**src/ntor_pkg.sv**
```systemverilog
// Shared constants, types and codes for the neighbor table.
`timescale 1ns / 1ps
`default_nettype none

package ntor_pkg;

    localparam int TABLE_DEPTH = 20;
    localparam int IDX_W = (TABLE_DEPTH > 1) ? $clog2(TABLE_DEPTH) : 1;
    localparam int CNT_W = $clog2(TABLE_DEPTH + 1);

    localparam int ID_W = 8;
    localparam int WORD_W = 32;
    localparam int FIELD5_W = 5;

    localparam logic [WORD_W-1:0] TIMEOUT_RESET = 32'd2000;

    localparam logic FUNC_UPDATE = 1'b0;
    localparam logic FUNC_PURGE = 1'b1;

    typedef enum logic [1:0] {
        OUT_UPDATED  = 2'd0,
        OUT_APPENDED = 2'd1,
        OUT_REPLACED = 2'd2,
        OUT_PURGED   = 2'd3
    } outcome_t;

    typedef struct packed {
        logic [ID_W-1:0]   node_id;
        logic [WORD_W-1:0] seen_time;
        logic [WORD_W-1:0] pos_x_bits;
        logic [WORD_W-1:0] pos_y_bits;
        logic [WORD_W-1:0] pos_z_bits;
        logic [WORD_W-1:0] speed_bits;
        logic [WORD_W-1:0] heading_bits;
    } entry_t;

endpackage

`default_nettype wire

```
**src/ntor_if.sv**
```systemverilog
// Input and result channel interfaces of the neighbor table.
`timescale 1ns / 1ps
`default_nettype none

interface ntor_in_if
    import ntor_pkg::*;
();
    logic              valid;
    logic              ready;
    logic              func;
    logic [ID_W-1:0]   node_id;
    logic [WORD_W-1:0] pos_x_bits;
    logic [WORD_W-1:0] pos_y_bits;
    logic [WORD_W-1:0] pos_z_bits;
    logic [WORD_W-1:0] speed_bits;
    logic [WORD_W-1:0] heading_bits;
    logic [WORD_W-1:0] seen_time;
    logic [WORD_W-1:0] now_time;

    modport source (
        output valid, func, node_id, pos_x_bits, pos_y_bits, pos_z_bits,
               speed_bits, heading_bits, seen_time, now_time,
        input  ready
    );
    modport sink (
        input  valid, func, node_id, pos_x_bits, pos_y_bits, pos_z_bits,
               speed_bits, heading_bits, seen_time, now_time,
        output ready
    );
endinterface

interface ntor_out_if
    import ntor_pkg::*;
();
    logic                valid;
    logic                ready;
    logic [1:0]          outcome;
    logic [FIELD5_W-1:0] slot;
    logic [ID_W-1:0]     evicted_id;
    logic [FIELD5_W-1:0] removed_count;
    logic [FIELD5_W-1:0] entry_count;

    modport source (
        output valid, outcome, slot, evicted_id, removed_count, entry_count,
        input  ready
    );
    modport sink (
        input  valid, outcome, slot, evicted_id, removed_count, entry_count,
        output ready
    );
endinterface

`default_nettype wire

```
**src/neighbor_table_oldest_replace.sv**
```systemverilog
// Neighbor table: keyed update with oldest replacement, and timeout purge.
// Each item, update or purge, is worked from transfer to result by one pass over the entry
// memory through its registered read port and a shared compare unit. One item is in work at
// a time; the next is taken in the cycle after the result enters the output register. Reset
// empties the table and sets the timeout to 2000; memory is not cleared.
`timescale 1ns / 1ps
`default_nettype none

module neighbor_table_oldest_replace
    import ntor_pkg::*;
(
    input  wire              clk,
    input  wire              rst_n,
    input  wire              timeout_we,
    input  wire [WORD_W-1:0] timeout_wdata,
    ntor_in_if.sink          items,
    ntor_out_if.source       results
);

    typedef enum logic [1:0] {
        S_IDLE,
        S_SCAN,
        S_WRITE,
        S_DONE
    } state_t;

    state_t state_reg;

    entry_t mem [TABLE_DEPTH];
    entry_t rd_data_reg;

    logic              mem_we;
    logic [IDX_W-1:0]  mem_wa;
    entry_t            mem_wd;

    logic [WORD_W-1:0] timeout_reg;
    logic [CNT_W-1:0]  count_reg;

    logic              func_reg;
    entry_t            item_reg;
    logic [WORD_W-1:0] now_reg;

    logic [CNT_W-1:0]  rd_idx_reg;
    logic              proc_vld_reg;
    logic [CNT_W-1:0]  proc_idx_reg;

    logic              found_reg;
    logic [CNT_W-1:0]  hit_idx_reg;
    logic [WORD_W-1:0] min_seen_reg;
    logic [CNT_W-1:0]  min_idx_reg;
    logic [ID_W-1:0]   min_id_reg;
    logic [CNT_W-1:0]  keep_reg;
    logic [CNT_W-1:0]  removed_reg;

    outcome_t          res_outcome_reg;
    logic [CNT_W-1:0]  res_slot_reg;
    logic [ID_W-1:0]   res_evicted_reg;

    logic              out_valid_reg;
    outcome_t          out_outcome_reg;
    logic [CNT_W-1:0]  out_slot_reg;
    logic [ID_W-1:0]   out_evicted_reg;
    logic [CNT_W-1:0]  out_removed_reg;
    logic [CNT_W-1:0]  out_count_reg;

    // Shared compare unit: oldest search for updates, age test for purges.
    logic [WORD_W-1:0] age;
    logic [WORD_W-1:0] cmp_a;
    logic [WORD_W-1:0] cmp_b;
    logic              cmp_lt;

    logic              table_full;
    logic [CNT_W-1:0]  slot_sel;
    outcome_t          outcome_sel;
    logic              scan_end;

    assign age = now_reg - rd_data_reg.seen_time;

    always_comb
    begin
        if (func_reg == FUNC_PURGE)
        begin
            cmp_a = timeout_reg;
            cmp_b = age;
        end
        else
        begin
            cmp_a = rd_data_reg.seen_time;
            cmp_b = min_seen_reg;
        end
    end

    assign cmp_lt = cmp_a < cmp_b;

    assign table_full = (count_reg >= CNT_W'(TABLE_DEPTH));
    assign scan_end = (rd_idx_reg == count_reg) && !proc_vld_reg;

    always_comb
    begin
        if (found_reg)
        begin
            slot_sel = hit_idx_reg;
            outcome_sel = OUT_UPDATED;
        end
        else if (!table_full)
        begin
            slot_sel = count_reg;
            outcome_sel = OUT_APPENDED;
        end
        else
        begin
            slot_sel = min_idx_reg;
            outcome_sel = OUT_REPLACED;
        end
    end

    // Survivors of a purge move down to the keep position; it never passes the
    // entry being read, so the copy cannot clobber an unread entry.
    always_comb
    begin
        mem_we = 1'b0;
        mem_wa = keep_reg[IDX_W-1:0];
        mem_wd = rd_data_reg;
        if (state_reg == S_SCAN && proc_vld_reg && func_reg == FUNC_PURGE && !cmp_lt)
        begin
            mem_we = 1'b1;
        end
        else if (state_reg == S_WRITE)
        begin
            mem_we = 1'b1;
            mem_wa = slot_sel[IDX_W-1:0];
            mem_wd = item_reg;
        end
    end

    always_ff @(posedge clk)
    begin
        if (mem_we)
        begin
            mem[mem_wa] <= mem_wd;
        end
        rd_data_reg <= mem[rd_idx_reg[IDX_W-1:0]];
    end

    always_ff @(posedge clk or negedge rst_n)
    begin
        if (!rst_n)
        begin
            timeout_reg <= TIMEOUT_RESET;
        end
        else if (timeout_we)
        begin
            timeout_reg <= timeout_wdata;
        end
    end

    always_ff @(posedge clk or negedge rst_n)
    begin
        if (!rst_n)
        begin
            state_reg <= S_IDLE;
            count_reg <= '0;
            out_valid_reg <= 1'b0;
            proc_vld_reg <= 1'b0;
        end
        else
        begin
            if (out_valid_reg && results.ready)
            begin
                out_valid_reg <= 1'b0;
            end

            case (state_reg)
                S_IDLE:
                begin
                    if (items.valid)
                    begin
                        func_reg <= items.func;
                        item_reg.node_id <= items.node_id;
                        item_reg.seen_time <= items.seen_time;
                        item_reg.pos_x_bits <= items.pos_x_bits;
                        item_reg.pos_y_bits <= items.pos_y_bits;
                        item_reg.pos_z_bits <= items.pos_z_bits;
                        item_reg.speed_bits <= items.speed_bits;
                        item_reg.heading_bits <= items.heading_bits;
                        now_reg <= items.now_time;
                        rd_idx_reg <= '0;
                        proc_vld_reg <= 1'b0;
                        found_reg <= 1'b0;
                        keep_reg <= '0;
                        removed_reg <= '0;
                        state_reg <= S_SCAN;
                    end
                end

                S_SCAN:
                begin
                    if (rd_idx_reg < count_reg)
                    begin
                        rd_idx_reg <= rd_idx_reg + 1'b1;
                        proc_idx_reg <= rd_idx_reg;
                        proc_vld_reg <= 1'b1;
                    end
                    else
                    begin
                        proc_vld_reg <= 1'b0;
                    end

                    if (proc_vld_reg)
                    begin
                        if (func_reg == FUNC_PURGE)
                        begin
                            if (cmp_lt)
                            begin
                                removed_reg <= removed_reg + 1'b1;
                            end
                            else
                            begin
                                keep_reg <= keep_reg + 1'b1;
                            end
                        end
                        else
                        begin
                            if (!found_reg && rd_data_reg.node_id == item_reg.node_id)
                            begin
                                found_reg <= 1'b1;
                                hit_idx_reg <= proc_idx_reg;
                            end
                            if (proc_idx_reg == '0 || cmp_lt)
                            begin
                                min_seen_reg <= rd_data_reg.seen_time;
                                min_idx_reg <= proc_idx_reg;
                                min_id_reg <= rd_data_reg.node_id;
                            end
                        end
                    end

                    if (scan_end)
                    begin
                        if (func_reg == FUNC_PURGE)
                        begin
                            count_reg <= keep_reg;
                            res_outcome_reg <= OUT_PURGED;
                            res_slot_reg <= '0;
                            res_evicted_reg <= '0;
                            state_reg <= S_DONE;
                        end
                        else
                        begin
                            state_reg <= S_WRITE;
                        end
                    end
                end

                S_WRITE:
                begin
                    res_outcome_reg <= outcome_sel;
                    res_slot_reg <= slot_sel;
                    res_evicted_reg <= (outcome_sel == OUT_REPLACED) ? min_id_reg : '0;
                    if (outcome_sel == OUT_APPENDED)
                    begin
                        count_reg <= count_reg + 1'b1;
                    end
                    state_reg <= S_DONE;
                end

                S_DONE:
                begin
                    if (!out_valid_reg || results.ready)
                    begin
                        out_valid_reg <= 1'b1;
                        out_outcome_reg <= res_outcome_reg;
                        out_slot_reg <= res_slot_reg;
                        out_evicted_reg <= res_evicted_reg;
                        out_removed_reg <= removed_reg;
                        out_count_reg <= count_reg;
                        state_reg <= S_IDLE;
                    end
                end

                default:
                begin
                    state_reg <= S_IDLE;
                end
            endcase
        end
    end

    assign items.ready = (state_reg == S_IDLE);

    assign results.valid = out_valid_reg;
    assign results.outcome = out_outcome_reg;
    assign results.slot = FIELD5_W'(out_slot_reg);
    assign results.evicted_id = out_evicted_reg;
    assign results.removed_count = FIELD5_W'(out_removed_reg);
    assign results.entry_count = FIELD5_W'(out_count_reg);

`ifndef NO_ASSERTIONS
    assert property (@(posedge clk) disable iff (!rst_n)
        count_reg <= CNT_W'(TABLE_DEPTH))
        else $error("entry count exceeds table depth");

    assert property (@(posedge clk) disable iff (!rst_n)
        (state_reg == S_SCAN && mem_we) |-> (keep_reg <= proc_idx_reg))
        else $error("purge copy overtakes the entry being read");

    assert property (@(posedge clk) disable iff (!rst_n)
        (state_reg == S_SCAN && func_reg == FUNC_PURGE)
            |-> (keep_reg + removed_reg <= count_reg))
        else $error("purge tallies exceed the entry count");

    assert property (@(posedge clk) disable iff (!rst_n)
        (out_valid_reg && out_outcome_reg == OUT_REPLACED)
            |-> (out_count_reg == CNT_W'(TABLE_DEPTH)))
        else $error("replacement reported with a table that is not full");

    assert property (@(posedge clk) disable iff (!rst_n)
        (out_valid_reg && out_outcome_reg == OUT_PURGED)
            |-> (out_slot_reg == '0 && out_evicted_reg == '0))
        else $error("purge result carries a slot or an evicted id");
`endif

endmodule

`default_nettype wire
```
**src/flat_wrapper.sv**
```systemverilog
// flat-port wrapper written by rule: the top's interface ports become plain ports
module neighbor_table_oldest_replace_flat import ntor_pkg::*;
  (clk, rst_n, timeout_we, timeout_wdata, items_valid, items_func, items_node_id, items_pos_x_bits, items_pos_y_bits, items_pos_z_bits, items_speed_bits, items_heading_bits, items_seen_time, items_now_time, items_ready, results_valid, results_outcome, results_slot, results_evicted_id, results_removed_count, results_entry_count, results_ready);
  ntor_in_if items_i ();
  ntor_out_if results_i ();
  input  wire clk;
  input  wire rst_n;
  input  wire timeout_we;
  input  wire [WORD_W-1:0] timeout_wdata;
  input wire logic [$bits(items_i.valid)-1:0] items_valid;
  input wire logic [$bits(items_i.func)-1:0] items_func;
  input wire logic [$bits(items_i.node_id)-1:0] items_node_id;
  input wire logic [$bits(items_i.pos_x_bits)-1:0] items_pos_x_bits;
  input wire logic [$bits(items_i.pos_y_bits)-1:0] items_pos_y_bits;
  input wire logic [$bits(items_i.pos_z_bits)-1:0] items_pos_z_bits;
  input wire logic [$bits(items_i.speed_bits)-1:0] items_speed_bits;
  input wire logic [$bits(items_i.heading_bits)-1:0] items_heading_bits;
  input wire logic [$bits(items_i.seen_time)-1:0] items_seen_time;
  input wire logic [$bits(items_i.now_time)-1:0] items_now_time;
  output wire logic [$bits(items_i.ready)-1:0] items_ready;
  output wire logic [$bits(results_i.valid)-1:0] results_valid;
  output wire logic [$bits(results_i.outcome)-1:0] results_outcome;
  output wire logic [$bits(results_i.slot)-1:0] results_slot;
  output wire logic [$bits(results_i.evicted_id)-1:0] results_evicted_id;
  output wire logic [$bits(results_i.removed_count)-1:0] results_removed_count;
  output wire logic [$bits(results_i.entry_count)-1:0] results_entry_count;
  input wire logic [$bits(results_i.ready)-1:0] results_ready;
  assign items_i.valid = items_valid;
  assign items_i.func = items_func;
  assign items_i.node_id = items_node_id;
  assign items_i.pos_x_bits = items_pos_x_bits;
  assign items_i.pos_y_bits = items_pos_y_bits;
  assign items_i.pos_z_bits = items_pos_z_bits;
  assign items_i.speed_bits = items_speed_bits;
  assign items_i.heading_bits = items_heading_bits;
  assign items_i.seen_time = items_seen_time;
  assign items_i.now_time = items_now_time;
  assign items_ready = items_i.ready;
  assign results_valid = results_i.valid;
  assign results_outcome = results_i.outcome;
  assign results_slot = results_i.slot;
  assign results_evicted_id = results_i.evicted_id;
  assign results_removed_count = results_i.removed_count;
  assign results_entry_count = results_i.entry_count;
  assign results_i.ready = results_ready;
  neighbor_table_oldest_replace u_core (.clk(clk), .rst_n(rst_n), .timeout_we(timeout_we), .timeout_wdata(timeout_wdata), .items(items_i), .results(results_i));
endmodule
```
**config.mk**
```make
export PLATFORM = sky130hd
export DESIGN_NAME = neighbor_table_oldest_replace_flat
export DESIGN_NICKNAME = d
export VERILOG_FILES = /design/src/ntor_pkg.sv /design/src/ntor_if.sv /design/src/neighbor_table_oldest_replace.sv /design/src/flat_wrapper.sv
export SDC_FILE = /design/constraint.sdc
export NUM_CORES = 1
export LEC_CHECK = 0
export BUFFER_PORTS_ARGS = -buffer_cell sky130_fd_sc_hd__buf_2
export CAP_MARGIN = 20
export CORE_AREA = 2 2 315 349
export DETAILED_ROUTE_END_ITERATION = 16
export DIE_AREA = 0 0 317 351
export PLACE_DENSITY_LB_ADDON = 0.05
export SLEW_MARGIN = 15
export SYNTH_ARGS = -nofsm -noshare
export SYNTH_HDL_FRONTEND = slang
export SYNTH_SLANG_ARGS = --single-unit
```
**constraint.sdc**
```tcl
create_clock -name clk -period 22.9 [get_ports clk]
set_input_delay 4.58 -clock clk [delete_from_list [all_inputs] [get_ports clk]]
set_output_delay 4.58 -clock clk [all_outputs]
set_load 0.005 [all_outputs]
```
Word level (Yosys, flattened, before mapping)
Memory sizes are Yosys's and may differ from the RTL's. A register that Yosys moved wholly into a read port is not among the register bits.
Cells that the tools add are included.
Word-level totals
  flip-flop bits (word level): 385
  bits in writable memories: 4000
  input bits: 270
  output and inout port bits: 27
  memories kept: 1
Memory list
  u_core.mem: depth 20, bits a word 200, rd ports 1, clocked after Yosys merged registers in 1, write ports 1, line neighbor_table_oldest_replace.sv:29  | entry_t mem [TABLE_DEPTH];
Cells by class
  add/subtract/negate cells: 5
  $lt $le $gt $ge: 3
  eq/ne operators: 18
  muxes and demuxes: 54
  bitwise logic cells: 1
  reductions and logical operators: 29
Operators by type and width (number)
  200-bit two-way mux: 2
  5-bit two-way mux: 17
  32-bit two-way mux: 2
  5-bit one-hot mux with 2 select lines: 5
  32-bit < comparator: 1
  32-bit subtractor: 1
  8-bit two-way mux: 3
  5-bit by 1-bit adder with 5-bit output, second input constant: 4
  6-bit AND reduction: 3
  8-bit one-hot mux with 2 select lines: 1
  2-bit two-way mux: 7
  1-bit two-way mux: 13
  2-bit != test, second input constant: 6
  3-bit AND reduction: 4
  4-bit AND reduction: 3
  2-bit by 1-bit != test with 1-bit output, second input constant: 5
  5-bit AND reduction: 2
  8-bit == test: 1
  2-bit one-hot mux with 4 select lines: 1
  2-bit == test, second input constant: 3
  1-bit logical AND: 6
  5-bit == test: 1
  5-bit >= comparator, second input constant: 1
  5-bit zero test: 1
  10 further kinds: 17

Logic depth before layout (Yosys ltp)
  depth in word-level cells: 8
  depth in mapped cells: 21
  gate-level depth less buffers: 19

Worst setup path after synthesis
OpenSTA, ideal clock, no wires.
  path type: reg-to-reg
  start: register u_core.now_reg[10]
  end: memory u_core.mem[6][160] in the netlist's numbering, enable pin
  arrival time: 7.321 ns
  data required time: 22.400 ns
  path slack: 15.079 ns
  stages on the path, launching flop included: 17
  buffers on the path: 0
  clock period less this slack: 7.821 ns
  cell sequence: edfxtp_1 ha_1 a21oi_1 o21ai_0 a221o_1 a2111oi_0 nor3_1 or3_1 a31oi_1 ha_1 and2_1 a221o_1 a221oi_1 o21ai_1 o2111ai_4 mux2_2 o32ai_1
On the way
  word-level cells in the longest chain between the ends: 8
  elaborated cells on any way between the ends: 9
RTL lines
  start, declared: line neighbor_table_oldest_replace.sv:41  | logic [WORD_W-1:0] now_reg;
  start signal, assigned: line neighbor_table_oldest_replace.sv:186  | now_reg <= items.now_time;
  32-bit subtractor (*): line neighbor_table_oldest_replace.sv:77  | assign age = now_reg - rd_data_reg.seen_time;
  32-bit two-way mux (*): line neighbor_table_oldest_replace.sv:81  | if (func_reg == FUNC_PURGE)
  32-bit < comparator (*): line neighbor_table_oldest_replace.sv:93  | assign cmp_lt = cmp_a < cmp_b;
  1-bit zero test (*): line neighbor_table_oldest_replace.sv:124  | if (state_reg == S_SCAN && proc_vld_reg && func_reg == FUNC_PURGE && !cmp_lt)
  1-bit logical AND (*): line neighbor_table_oldest_replace.sv:124
  1-bit two-way mux: line neighbor_table_oldest_replace.sv:124
  1-bit two-way mux: line neighbor_table_oldest_replace.sv:138  | if (mem_we)
  1-bit two-way mux (not written as such): line neighbor_table_oldest_replace.sv:140  | mem[mem_wa] <= mem_wd;
  end, declared: line neighbor_table_oldest_replace.sv:29
Every way passes the cells marked *; elsewhere a longest branch is shown, timed or not.

Worst setup path after layout
  start: register u_core.rd_data_reg[172] (netlist name)
  end: memory u_core.mem[2][196] in the netlist's numbering, enable pin
On the way
  word-level cells in the longest chain between the ends: 8
  elaborated cells on any way between the ends: 10
RTL lines (line)
  32-bit subtractor: neighbor_table_oldest_replace.sv:77
  32-bit two-way mux: neighbor_table_oldest_replace.sv:81
  32-bit < comparator (*): neighbor_table_oldest_replace.sv:93
  1-bit zero test (*): neighbor_table_oldest_replace.sv:124
  1-bit logical AND (*): neighbor_table_oldest_replace.sv:124
  1-bit two-way mux: neighbor_table_oldest_replace.sv:124
  1-bit two-way mux: neighbor_table_oldest_replace.sv:138
  1-bit two-way mux (not written as such): neighbor_table_oldest_replace.sv:140
Marked as above.

==> results.sh <==
export IMPL_netlist_area_um2=42800
export IMPL_postCtsHoldBufs=0
export IMPL_syn_to_final_growth_pct=15.00
export IMPL_synth_largest_area_cell="edfxtp_1"
export IMPL_largest_reg_flops=800
export IMPL_dieArea_um2=111300
export IMPL_die_w_um=317
export IMPL_fin_crit_sh_pct=34.30
export IMPL_h_tree_depth=3
export IMPL_die_y_um=351
export IMPL_slew_headroom_pct=27.89
export IMPL_antenna_found_initial=1
export IMPL_core_area_um2=107900
export IMPL_start_util_pct=39.67
export IMPL_period_minus_slack_ns=7.854
export IMPL_wl_per_cell_um=28.19
export IMPL_slew_viol_final=0
export IMPL_yosysSeqAreaShare_pct=73.32
export IMPL_rows=127
export IMPL_required_ns=23.20
export IMPL_fin_nets=2773
export IMPL_finalClockSkew_ns=0.03018
export IMPL_dp_hpwl_um=60500
export IMPL_synth_warnings=0
export IMPL_rsz0062_at_grt="no"
export IMPL_cts_buffers=109
export IMPL_gp_congestion=0.9055
export IMPL_finalHoldViolations=0
export IMPL_numClockSinks=1065
export IMPL_vias=21560
export IMPL_worstSetupPathType="reg2reg"
export IMPL_ys_ff_latch=1065
export IMPL_synthTopCellsByArea="edfxtp_1 (69%), mux4_2 (13%), mux2_2 (2.3%)"
export IMPL_drt_iter0_drc=1858
export IMPL_avgSynthCellArea_um2=19.36
export IMPL_fmax_mhz=127.3
export IMPL_cp_start_kind="register"
export IMPL_dr_pass1_iters=7
export IMPL_grt_usage_pct=20.12
export IMPL_portBuffers=136
export IMPL_arrival_ns=8.16
export IMPL_cts_resized=0
export IMPL_drcViolationCount=0
export IMPL_grt_pass1_wl_um=158900
export IMPL_routed_wl_um=111000
export IMPL_cts_tree="built"
export IMPL_cp_max_fo=25
export IMPL_p_per_area_nw_per_um2=130.3
export IMPL_post_cts_buffers=0
export IMPL_postSynth_asyncResetShare_pct=3.850
export IMPL_synthCells=2211
export IMPL_setup_tns_final_ns=0
export IMPL_layout_drive_gt1_share_pct=28.85
export IMPL_hold_class="reg2reg"
export IMPL_ant_nets=0
export IMPL_max_slew_worst_pin_slew_ns=1.082
export IMPL_viasPerCell=5.473
export IMPL_cp_end_kind="register"
export IMPL_diodes=0
export IMPL_irDropWorstVdd_v=0.00008811
export IMPL_synth_edf_count=984
export IMPL_pin_count=297
export IMPL_yosysUniqueCellTypes=71
export IMPL_netlist_area_leader_share_pct=69.03
export IMPL_p_leak_nw=16.37
export IMPL_grt_max_degree=141
export IMPL_cts_buffer_depth=3
export IMPL_outcome="completed"
export IMPL_setup_violations=0
export IMPL_total_power_mw=6.412
export IMPL_grt_pass1_vias=22610
export IMPL_syn_num_nets=2558
export IMPL_path_clk_slew_ns=0.06
export IMPL_clockRootBuffer="clkbuf_16"
export IMPL_grt_remaining_overflow=0
export IMPL_insertion_delay_ns=0.70
export IMPL_ys_flop_type="edfxtp_1"
export IMPL_max_cap_violations=0
per-stage QoR:
step / cells / setup WS, ns / hold WS, ns / cell area [um2] / util (%)
floorplan: 2211 / 15.08 / 0.4003 / 42800 / -
global route: 3939 / 14.66 / 0.4261 / 49220 / 45.62
CTS: 3939 / 14.89 / 0.4164 / 49190 / 45.59
global placement: 3731 / 14.88 / 0.4013 / 45620 / 42.28
detailed placement: 3734 / 14.95 / 0.4045 / 45650 / 42.31
finish: 3939 / 15.05 / 0.4147 / 49220 / 45.62
worst paths after layout:
| check | start | cells past startpoint | endpoint | slack (ns) |
|---|---|---|---|---|
| setup reg to reg | u_core.rd_data_reg[172]$_DFF_P_ | 17 | u_core.mem[2][196]$_DFFE_PP_ | 15.05 |
| min in group asynchronous | rst_n | 2 | u_core.count_reg[2]$_DFFE_PN0P_ | 3.99 |
| hold / removal | u_core.res_slot_reg[4]$_SDFFCE_PN0P_ | 0 | u_core.results.slot[4]$_DFFE_PP_ | 0.41 |
| hold reg to reg | u_core.res_slot_reg[4]$_SDFFCE_PN0P_ | 0 | u_core.results.slot[4]$_DFFE_PP_ | 0.41 |
| setup / recovery | u_core.rd_data_reg[172]$_DFF_P_ | 17 | u_core.mem[2][196]$_DFFE_PP_ | 15.05 |
| max in group asynchronous | rst_n | 2 | u_core.timeout_reg[18]$_DFFE_PN0P_ | 18.45 |
synthesized netlist by cell type (35+ instances only):
cell type and count:
clkbuf_1 62, mux4_2 240, o21ai_0 90, inv_1 56, edfxtp_1 984, nand2_1 105
dfrtp_1 35, nor2_1 50, dfxtp_1 40, ha_1 76, a21oi_1 56, mux2_2 86
cell families after synthesis:
logic type / Yosys count / synth area share, %
buffers and inverters: 154 / 1.397
AO/OA/AOI/OAI: 250 / 3.730
XOR/XNOR: 34 / 0.6957
AND/OR/NAND/NOR: 282 / 3.160
multiplexers: 349 / 15.43
adder cells (fa/ha/maj): 77 / 2.268
flip-flops: 1065 / 73.32
cell type report:
| cell class | count | area (um2) |
|---|---|---|
| clock buffer | 157 | 3029 |
| fill | 9214 | 58670 |
| timing repair buffer | 202 | 1201 |
| clock inverter | 48 | 516.7 |
| tap | 1419 | 1775 |
| multi-input combinational | 992 | 11110 |
| inverter | 56 | 210.2 |
| sequential | 1065 | 31380 |
worst max-delay path, stage by stage, from the launching register on:
cell and delay [ns]:
dfxtp_1 0.44, inv_1 0.14, ha_1 0.36, and3_1 0.24, a221o_1 0.47, a2111oi_0 0.54, nor3_1 0.21, or3_1 0.38
a31oi_1 0.21, ha_1 0.27, and2_1 0.18, a221o_1 0.30, a221oi_1 0.39, o21ai_1 0.37, o2111ai_4 0.67, nand3_1 0.61
o22ai_4 0.97, buf_4 0.67
where the power goes:
group / internal, mW / switching, mW
Sequential: 2.72 / 0.0949
Clock: 1.03 / 0.738
Combinational: 0.662 / 1.17
metal layers:
layer / GRT usage (%) / up-vias / wire length, um
met3: 2.559 / 120 / 5010
li1: - / 9404 / -
met2: 33.35 / 503 / 54230
met5: 0 / - / 0
met4: 4.784 / 0 / 1875
met1: 28.37 / 11530 / 49920
placed cells by master (no fill, tap or decap), types with 21 or more instances in the layout:
| cell type | instances |
|---|---|
| a21o_1 | 21 |
| a21oi_1 | 50 |
| buf_2 | 136 |
| buf_4 | 64 |
| clkbuf_1 | 37 |
| clkbuf_16 | 110 |
| dfrtp_1 | 35 |
| dfxtp_1 | 40 |
| edfxtp_1 | 984 |
| ha_1 | 76 |
| inv_1 | 56 |
| mux2_2 | 86 |
| mux2i_1 | 23 |
| mux4_2 | 240 |
| nand2_1 | 105 |
| nand3_1 | 27 |
| nor2_1 | 45 |
| o21ai_0 | 64 |
(Power assumes the default switching activity.)
